===== src/hdl/sbh_pkg.sv =====
// shared types and constants for the string bucket hash core
package sbh_pkg;

    localparam int BYTE_W     = 8;
    localparam int WORD_W     = 32;
    localparam int SIZE_W     = 31;
    localparam int CNT_W      = $clog2(WORD_W);
    localparam int QUEUE_DEPTH = 4;
    localparam int QUEUE_AW   = $clog2(QUEUE_DEPTH);

    localparam logic [SIZE_W-1:0] SIZE_RESET = SIZE_W'(1024);
    localparam logic [BYTE_W-1:0] KEY_END    = '0;

    // one multiply-accumulate job handed from front to back
    typedef struct packed {
        logic              term;
        logic [WORD_W-1:0] word;
        logic [WORD_W-1:0] pos;
    } t_op;

endpackage


===== src/hdl/sbh_front.sv =====
// front end: takes key bytes, packs them and issues multiply-accumulate jobs
module sbh_front
    import sbh_pkg::*;
(
    input  logic              i_clk,
    input  logic              i_rst_n,
    input  logic              i_valid,
    output logic              o_ready,
    input  logic [BYTE_W-1:0] i_byte,
    input  logic              i_full,
    output logic              o_push,
    output t_op               o_push_op
);

    logic [WORD_W-1:0] r_word;
    logic [WORD_W-1:0] r_pos;
    logic [WORD_W-1:0] n_word;
    logic              n_term;
    logic              n_accept;

    assign o_ready  = !i_full;
    assign n_accept = i_valid && !i_full;
    assign n_term   = (i_byte == KEY_END);
    assign n_word   = {r_word[WORD_W-BYTE_W-1:0], {BYTE_W{1'b0}}}
                    | {{(WORD_W-BYTE_W){i_byte[BYTE_W-1]}}, i_byte};

    assign o_push         = n_accept && (n_term || (r_pos[1:0] == 2'b00));
    assign o_push_op.term = n_term;
    assign o_push_op.word = n_term ? r_word : n_word;
    assign o_push_op.pos  = r_pos;

    always_ff @(posedge i_clk) begin
        if (!i_rst_n) begin
            r_word <= '0;
            r_pos  <= WORD_W'(1);
        end else if (n_accept) begin
            if (n_term) begin
                r_word <= '0;
                r_pos  <= WORD_W'(1);
            end else begin
                r_word <= n_word;
                r_pos  <= r_pos + WORD_W'(1);
            end
        end
    end

endmodule


===== src/hdl/sbh_queue.sv =====
// small job queue between front and back
module sbh_queue
    import sbh_pkg::*;
(
    input  logic i_clk,
    input  logic i_rst_n,
    input  logic i_push,
    input  t_op  i_push_op,
    input  logic i_pop,
    output t_op  o_op,
    output logic o_full,
    output logic o_empty
);

    t_op                 r_mem [QUEUE_DEPTH];
    logic [QUEUE_AW-1:0] r_wr_ptr;
    logic [QUEUE_AW-1:0] r_rd_ptr;
    logic [QUEUE_AW:0]   r_count;
    logic                n_push;
    logic                n_pop;

    assign o_full  = (r_count == (QUEUE_AW+1)'(QUEUE_DEPTH));
    assign o_empty = (r_count == '0);
    assign o_op    = r_mem[r_rd_ptr];
    assign n_push  = i_push && !o_full;
    assign n_pop   = i_pop && !o_empty;

    always_ff @(posedge i_clk) begin
        if (n_push) begin
            r_mem[r_wr_ptr] <= i_push_op;
        end
    end

    always_ff @(posedge i_clk) begin
        if (!i_rst_n) begin
            r_wr_ptr <= '0;
            r_rd_ptr <= '0;
            r_count  <= '0;
        end else begin
            if (n_push) begin
                r_wr_ptr <= r_wr_ptr + QUEUE_AW'(1);
            end
            if (n_pop) begin
                r_rd_ptr <= r_rd_ptr + QUEUE_AW'(1);
            end
            if (n_push && !n_pop) begin
                r_count <= r_count + (QUEUE_AW+1)'(1);
            end else if (n_pop && !n_push) begin
                r_count <= r_count - (QUEUE_AW+1)'(1);
            end
        end
    end

endmodule


===== src/hdl/sbh_back.sv =====
// back end: multiply-accumulate, magnitude and bit-serial modulo
module sbh_back
    import sbh_pkg::*;
(
    input  logic              i_clk,
    input  logic              i_rst_n,
    input  logic              i_empty,
    input  t_op               i_op,
    output logic              o_pop,
    input  logic [SIZE_W-1:0] i_table_size,
    output logic              o_valid,
    input  logic              i_ready,
    output logic [SIZE_W-1:0] o_data
);

    typedef enum logic [2:0] {
        ST_IDLE,
        ST_ACC,
        ST_MAG,
        ST_DIV,
        ST_OUT
    } t_state;

    t_state            r_state;
    logic [WORD_W-1:0] r_prod;
    logic              r_term;
    logic [WORD_W-1:0] r_sum;
    logic [WORD_W-1:0] r_dvd;
    logic [SIZE_W-1:0] r_dvs;
    logic [SIZE_W-1:0] r_rem;
    logic [CNT_W-1:0]  r_cnt;
    logic [SIZE_W-1:0] r_data;
    logic              r_valid;

    logic [WORD_W-1:0] n_prod;
    logic [WORD_W-1:0] n_shift;
    logic [WORD_W:0]   n_diff;
    logic [SIZE_W-1:0] n_rem;

    assign n_prod  = WORD_W'(i_op.word * i_op.pos);
    assign n_shift = {r_rem, r_dvd[WORD_W-1]};
    assign n_diff  = {1'b0, n_shift} - {2'b00, r_dvs};
    assign n_rem   = n_diff[WORD_W] ? n_shift[SIZE_W-1:0] : n_diff[SIZE_W-1:0];

    assign o_pop   = (r_state == ST_IDLE) && !i_empty;
    assign o_valid = r_valid;
    assign o_data  = r_data;

    always_ff @(posedge i_clk) begin
        if (!i_rst_n) begin
            r_state <= ST_IDLE;
            r_sum   <= '0;
            r_valid <= 1'b0;
            r_term  <= 1'b0;
            r_cnt   <= '0;
        end else begin
            unique case (r_state)
                ST_IDLE: begin
                    if (!i_empty) begin
                        r_prod  <= n_prod;
                        r_term  <= i_op.term;
                        r_state <= ST_ACC;
                    end
                end
                ST_ACC: begin
                    r_sum   <= r_sum + r_prod;
                    r_state <= r_term ? ST_MAG : ST_IDLE;
                end
                ST_MAG: begin
                    r_dvd   <= r_sum[WORD_W-1] ? (WORD_W'(0) - r_sum) : r_sum;
                    r_dvs   <= i_table_size;
                    r_rem   <= '0;
                    r_cnt   <= '0;
                    r_sum   <= '0;
                    r_state <= ST_DIV;
                end
                ST_DIV: begin
                    r_rem <= n_rem;
                    r_dvd <= {r_dvd[WORD_W-2:0], 1'b0};
                    r_cnt <= r_cnt + CNT_W'(1);
                    if (r_cnt == CNT_W'(WORD_W-1)) begin
                        r_data  <= (r_dvs == '0) ? '0 : n_rem;
                        r_valid <= 1'b1;
                        r_state <= ST_OUT;
                    end
                end
                ST_OUT: begin
                    if (i_ready) begin
                        r_valid <= 1'b0;
                        r_state <= ST_IDLE;
                    end
                end
                default: r_state <= ST_IDLE;
            endcase
        end
    end

endmodule


===== src/hdl/string_bucket_hash_core.sv =====
// top level of the string bucket hash core
// Key bytes stream in one per cycle while the job queue is not full; a zero
// byte ends the key and produces one bucket index, the magnitude of the
// signed 32-bit hash sum modulo table_size (0 when table_size is 0). Every
// fourth byte and the terminator queue a multiply-accumulate job, and a
// 4-entry job queue lets the front keep taking bytes meanwhile. A terminator
// holds the back end through multiply and accumulate, the magnitude, the
// one-bit-per-cycle restoring divider and presenting the result, plus any
// wait on the output. table_size resets to 1024; the user must write it
// only while no key is in progress, and the block does not enforce it.
module string_bucket_hash_core
    import sbh_pkg::*;
(
    input  logic        i_clk,
    input  logic        i_rst_n,
    input  logic        i_s_axis_tvalid,
    output logic        o_s_axis_tready,
    input  logic [7:0]  i_s_axis_tdata,   // [7:0] key_byte
    output logic        o_m_axis_tvalid,
    input  logic        i_m_axis_tready,
    output logic [31:0] o_m_axis_tdata,   // [30:0] bucket_index, [31] zero
    input  logic        i_cfg_valid,
    output logic        o_cfg_ready,
    input  logic [31:0] i_cfg_data        // [30:0] table_size
);

    logic [SIZE_W-1:0] r_table_size;
    logic              w_push;
    t_op               w_push_op;
    logic              w_pop;
    t_op               w_op;
    logic              w_full;
    logic              w_empty;
    logic [SIZE_W-1:0] w_bucket;

    assign o_cfg_ready    = 1'b1;
    assign o_m_axis_tdata = {1'b0, w_bucket};

    always_ff @(posedge i_clk) begin
        if (!i_rst_n) begin
            r_table_size <= SIZE_RESET;
        end else if (i_cfg_valid) begin
            r_table_size <= i_cfg_data[SIZE_W-1:0];
        end
    end

    sbh_front u_front (
        .i_clk     (i_clk),
        .i_rst_n   (i_rst_n),
        .i_valid   (i_s_axis_tvalid),
        .o_ready   (o_s_axis_tready),
        .i_byte    (i_s_axis_tdata),
        .i_full    (w_full),
        .o_push    (w_push),
        .o_push_op (w_push_op)
    );

    sbh_queue u_queue (
        .i_clk     (i_clk),
        .i_rst_n   (i_rst_n),
        .i_push    (w_push),
        .i_push_op (w_push_op),
        .i_pop     (w_pop),
        .o_op      (w_op),
        .o_full    (w_full),
        .o_empty   (w_empty)
    );

    sbh_back u_back (
        .i_clk        (i_clk),
        .i_rst_n      (i_rst_n),
        .i_empty      (w_empty),
        .i_op         (w_op),
        .o_pop        (w_pop),
        .i_table_size (r_table_size),
        .o_valid      (o_m_axis_tvalid),
        .i_ready      (i_m_axis_tready),
        .o_data       (w_bucket)
    );

endmodule


===== config.mk =====
export PLATFORM = sky130hd
export DESIGN_NAME = string_bucket_hash_core
export DESIGN_NICKNAME = d
export VERILOG_FILES = /design/src/hdl/sbh_pkg.sv /design/src/hdl/sbh_front.sv /design/src/hdl/sbh_queue.sv /design/src/hdl/sbh_back.sv /design/src/hdl/string_bucket_hash_core.sv
export SDC_FILE = /design/constraint.sdc
export NUM_CORES = 2
export LEC_CHECK = 0
export BUFFER_PORTS_ARGS = -buffer_cell sky130_fd_sc_hd__buf_2
export CORE_MARGIN = 2
export CORE_UTILIZATION = 50
export CTS_CLUSTER_DIAMETER = 60
export CTS_CLUSTER_SIZE = 8
export DETAILED_ROUTE_END_ITERATION = 6
export PLACE_DENSITY = 0.77
export SYNTH_ARGS = -nofsm -noshare
export SYNTH_HDL_FRONTEND = slang
export SYNTH_SLANG_ARGS = --single-unit

===== constraint.sdc =====
create_clock -name i_clk -period 8.98 [get_ports i_clk]
set_clock_uncertainty 0.2 [all_clocks]
set_input_delay 0.898 -clock i_clk [delete_from_list [all_inputs] [get_ports i_clk]]
set_output_delay 0.898 -clock i_clk [all_outputs]
set_load 0.03 [all_outputs]

==> results.json <==
{
  "endpoint_kind": "register",
  "rows": 104,
  "wire_per_inst_um": 19.0,
  "hold_end": "u_back.r_dvs[29]",
  "vias_per_cell": 5.63,
  "synth_area_leaders": "edfxtp_1, fa_1, dfxtp_1, ha_1, nor2_1",
  "gp_congestion": 0.927,
  "syn_avg_cell_area_um2": 10.6,
  "reg2regPathDepth": 28,
  "core-area_um2": 80500,
  "post-route-min-period_ps": 8570,
  "reg2reg_to": "u_back.r_prod[31]",
  "setup_slack_ps": 414,
  "yosys.area_share.xor_xnor_pct": 4.06,
  "cp_max_fo": 22,
  "cpLargestDelayFamily": "adder cells",
  "ctsResizeCount": 0,
  "drcViolationCount": 0,
  "htree_levels": 3,
  "vias": 28400,
  "clock.fmax_ghz": 0.117,
  "cts_buffers": 81,
  "tritoncts": "yes",
  "start_util_pct": 50.5,
  "r2r_slack_ps": 410,
  "grt_pass1_wl_mm": 155,
  "grt_overflow": 0,
  "drive_gt1_share_pct": 8.91,
  "synth_cell_types": 76,
  "grt_max_degree": 74,
  "ant_nets": 0,
  "post_cts.repair.setup_buffers": 0,
  "worst_ep_required_time_ps": 9150,
  "synthArstFlopShare_pct": 0,
  "synth_fp_nets": 4478,
  "io_pins": 80,
  "crit_arrival_ps": 8740,
  "antenna_found_initial": 5,
  "clkSinkCount": 563,
  "cts_buffer_depth": 3,
  "ys_seq_elements": 563,
  "fin_cells": 5046,
  "synthMuxAreaShare_pct": 6.05,
  "synth_top_family_by_area": "adder cells",
  "worstMarginPinSlew_ps": 1180,
  "rsz0062_at_grt": "false",
  "final.setup.tns_ps": 0,
  "yosys.area.top_type_share_pct": 30.8,
  "crit_path_max_incr_delay_ps": 610,
  "drv_cap": 0,
  "grt_pass1_vias": 29500,
  "io_buffer_count": 76,
  "clk_pin_slew_ps": 50,
  "totalWireLength_mm": 96.0,
  "status": "finished, final reports clean",
  "seq_area_frac_synth_pct": 37.9,
  "crit_buf_inv": 7,
  "critical_path.startpoint_type": "register",
  "yosys.area.top_type": "edfxtp_1",
  "finalSetupViolations": 0,
  "clock-root-buffer": "clkbuf_16",
  "die_area_um2": 83700,
  "pre_cts_ws_ps": 383,
  "grt_usage_pct": 23.5,
  "syn-cell-area_um2": 40700,
  "die_w_um": 289,
  "yosysMostFrequentCell": "nor2_1",
  "hold_class": "reg2reg",
  "postCtsHoldBufs": 0,
  "crit_type": "reg2reg",
  "final_nets": 4567,
  "dp.cells": 4893,
  "synth-edff-count": 417,
  "hold_start": "r_table_size[29]",
  "yosys_warnings": 0,
  "dr.pass1.iters": 6,
  "relSlewSlack_pct": 21.4,
  "hpwlAfterDp_mm": 71.9,
  "synthAdderAreaFrac_pct": 26.2,
  "crit_top_cell": "fa_1",
  "cp_slowest_cell": "mux2i_1",
  "insertion_delay_ps": 650,
  "holdPathStages": 0,
  "synthFlopType": "edfxtp_1",
  "area_growth_pct": 10.5,
  "drv_slew": 0,
  "synth-compound-area-share_pct": 7.45,
  "syn_inst": 3827,
  "synth_common_cells": "nor2_1, inv_1, edfxtp_1",
  "yosys.area_share.simple_pct": 12.5,
  "first_iter_violations": 2299,
  "fillers": 6568,
  "final-hold-violation-count": 0,
  "period_share_pct": 95.4,
  "die_height_um": 289
}
-- worst max path at each step --
| stage | end | slack, ps | cells after the start |
|---|---|---|---|
| 3_5_place_dp | u_back.r_prod[28] | 380 | 27 |
| 6_report | u_back.r_prod[31] | 410 | 28 |
| 3_3_place_gp | u_back.r_prod[28] | 510 | 28 |
| 5_1_grt | u_back.r_prod[31] | 40 | 31 |
| 4_1_cts | u_back.r_prod[28] | 340 | 27 |
| 2_1_floorplan | u_back.r_prod[30] | 360 | 28 |
-- metrics by stage --
| step | area [um2] | hold WS (ps) | utilization (%) |
|---|---|---|---|
| after floorplan | 40700 | 208 | - |
| after global placement | 42500 | 212 | 52.8 |
| after detailed placement | 42500 | 213 | 52.8 |
| after CTS | 45000 | 211 | 55.9 |
| after global routing | 45000 | 229 | 55.9 |
| final | 45000 | 208 | 55.9 |
-- sequential cells by signal, indices dropped and copies added, names as in the netlist, 3 cells and up, named ones only --
signal / flops
u_queue.r_mem: 260
u_back.r_dvd: 32
u_back.r_prod: 32
u_back.r_sum: 32
u_front.r_pos: 32
u_front.r_word: 32
r_table_size: 31
u_back.o_data: 31
u_back.r_dvs: 31
u_back.r_rem: 31
u_back.r_cnt: 5
u_back.r_state: 3
u_queue.r_count: 3
-- cells by family (layout without fill, tap and decap cells) --
| group | after synthesis | count (layout) |
|---|---|---|
| compound gates | 478 | 478 |
| simple gates | 1160 | 1160 |
| buf+inv | 619 | 775 |
| fa+ha+maj | 606 | 606 |
| mux | 212 | 212 |
| xor+xnor | 187 | 187 |
| flops | 563 | 563 |
| other cells | 2 | 5 |
-- metal layers --
metal  share of wire (%)  up-vias  GRT usage [%]  wire (um)
met5               0.028        -          0.114         27
met4                 4.7        4           11.3       4560
met3                 7.8      288           4.37       7450
met2                  48     1186           39.0      45700
met1                  40    14000           29.7      38300
li1                    -    12900              -          -
-- cells in the final DEF, fill, tap and decap left out, drive strengths merged, types with 16 or more instances in the layout --
master,count
nor2,504
inv,462
edfxtp,417
fa,411
nand2,351
ha,195
buf,161
mux2i,147
dfxtp,146
clkbuf,141
o21ai,135
a21oi,118
xnor2,110
xor2,76
a21o,58
and2,58
nand3,50
nor3,46
mux2,42
o21a,30
a22oi,26
nand2b,25
mux4,23
nor2b,18
and3,18
nand4,17
o31ai,17
a211oi,16
-- final cells by class --
class	instances	area, um2	area share [%]
Antenna cell	3	7.51	0.0167
Inverter	464	1740	3.87
Timing Repair Buffer	161	1030	2.29
Sequential cell	563	15500	34.3
Multi-Input combinational cell	2645	23000	51.0
Clock buffer	141	2270	5.05
Tap cell	1060	1330	2.95
Clock inverter	9	209	0.464
Power is left out: the tool's default activity adds up to more than one toggle a clock period on the data nets, which glitch-free logic cannot reach.
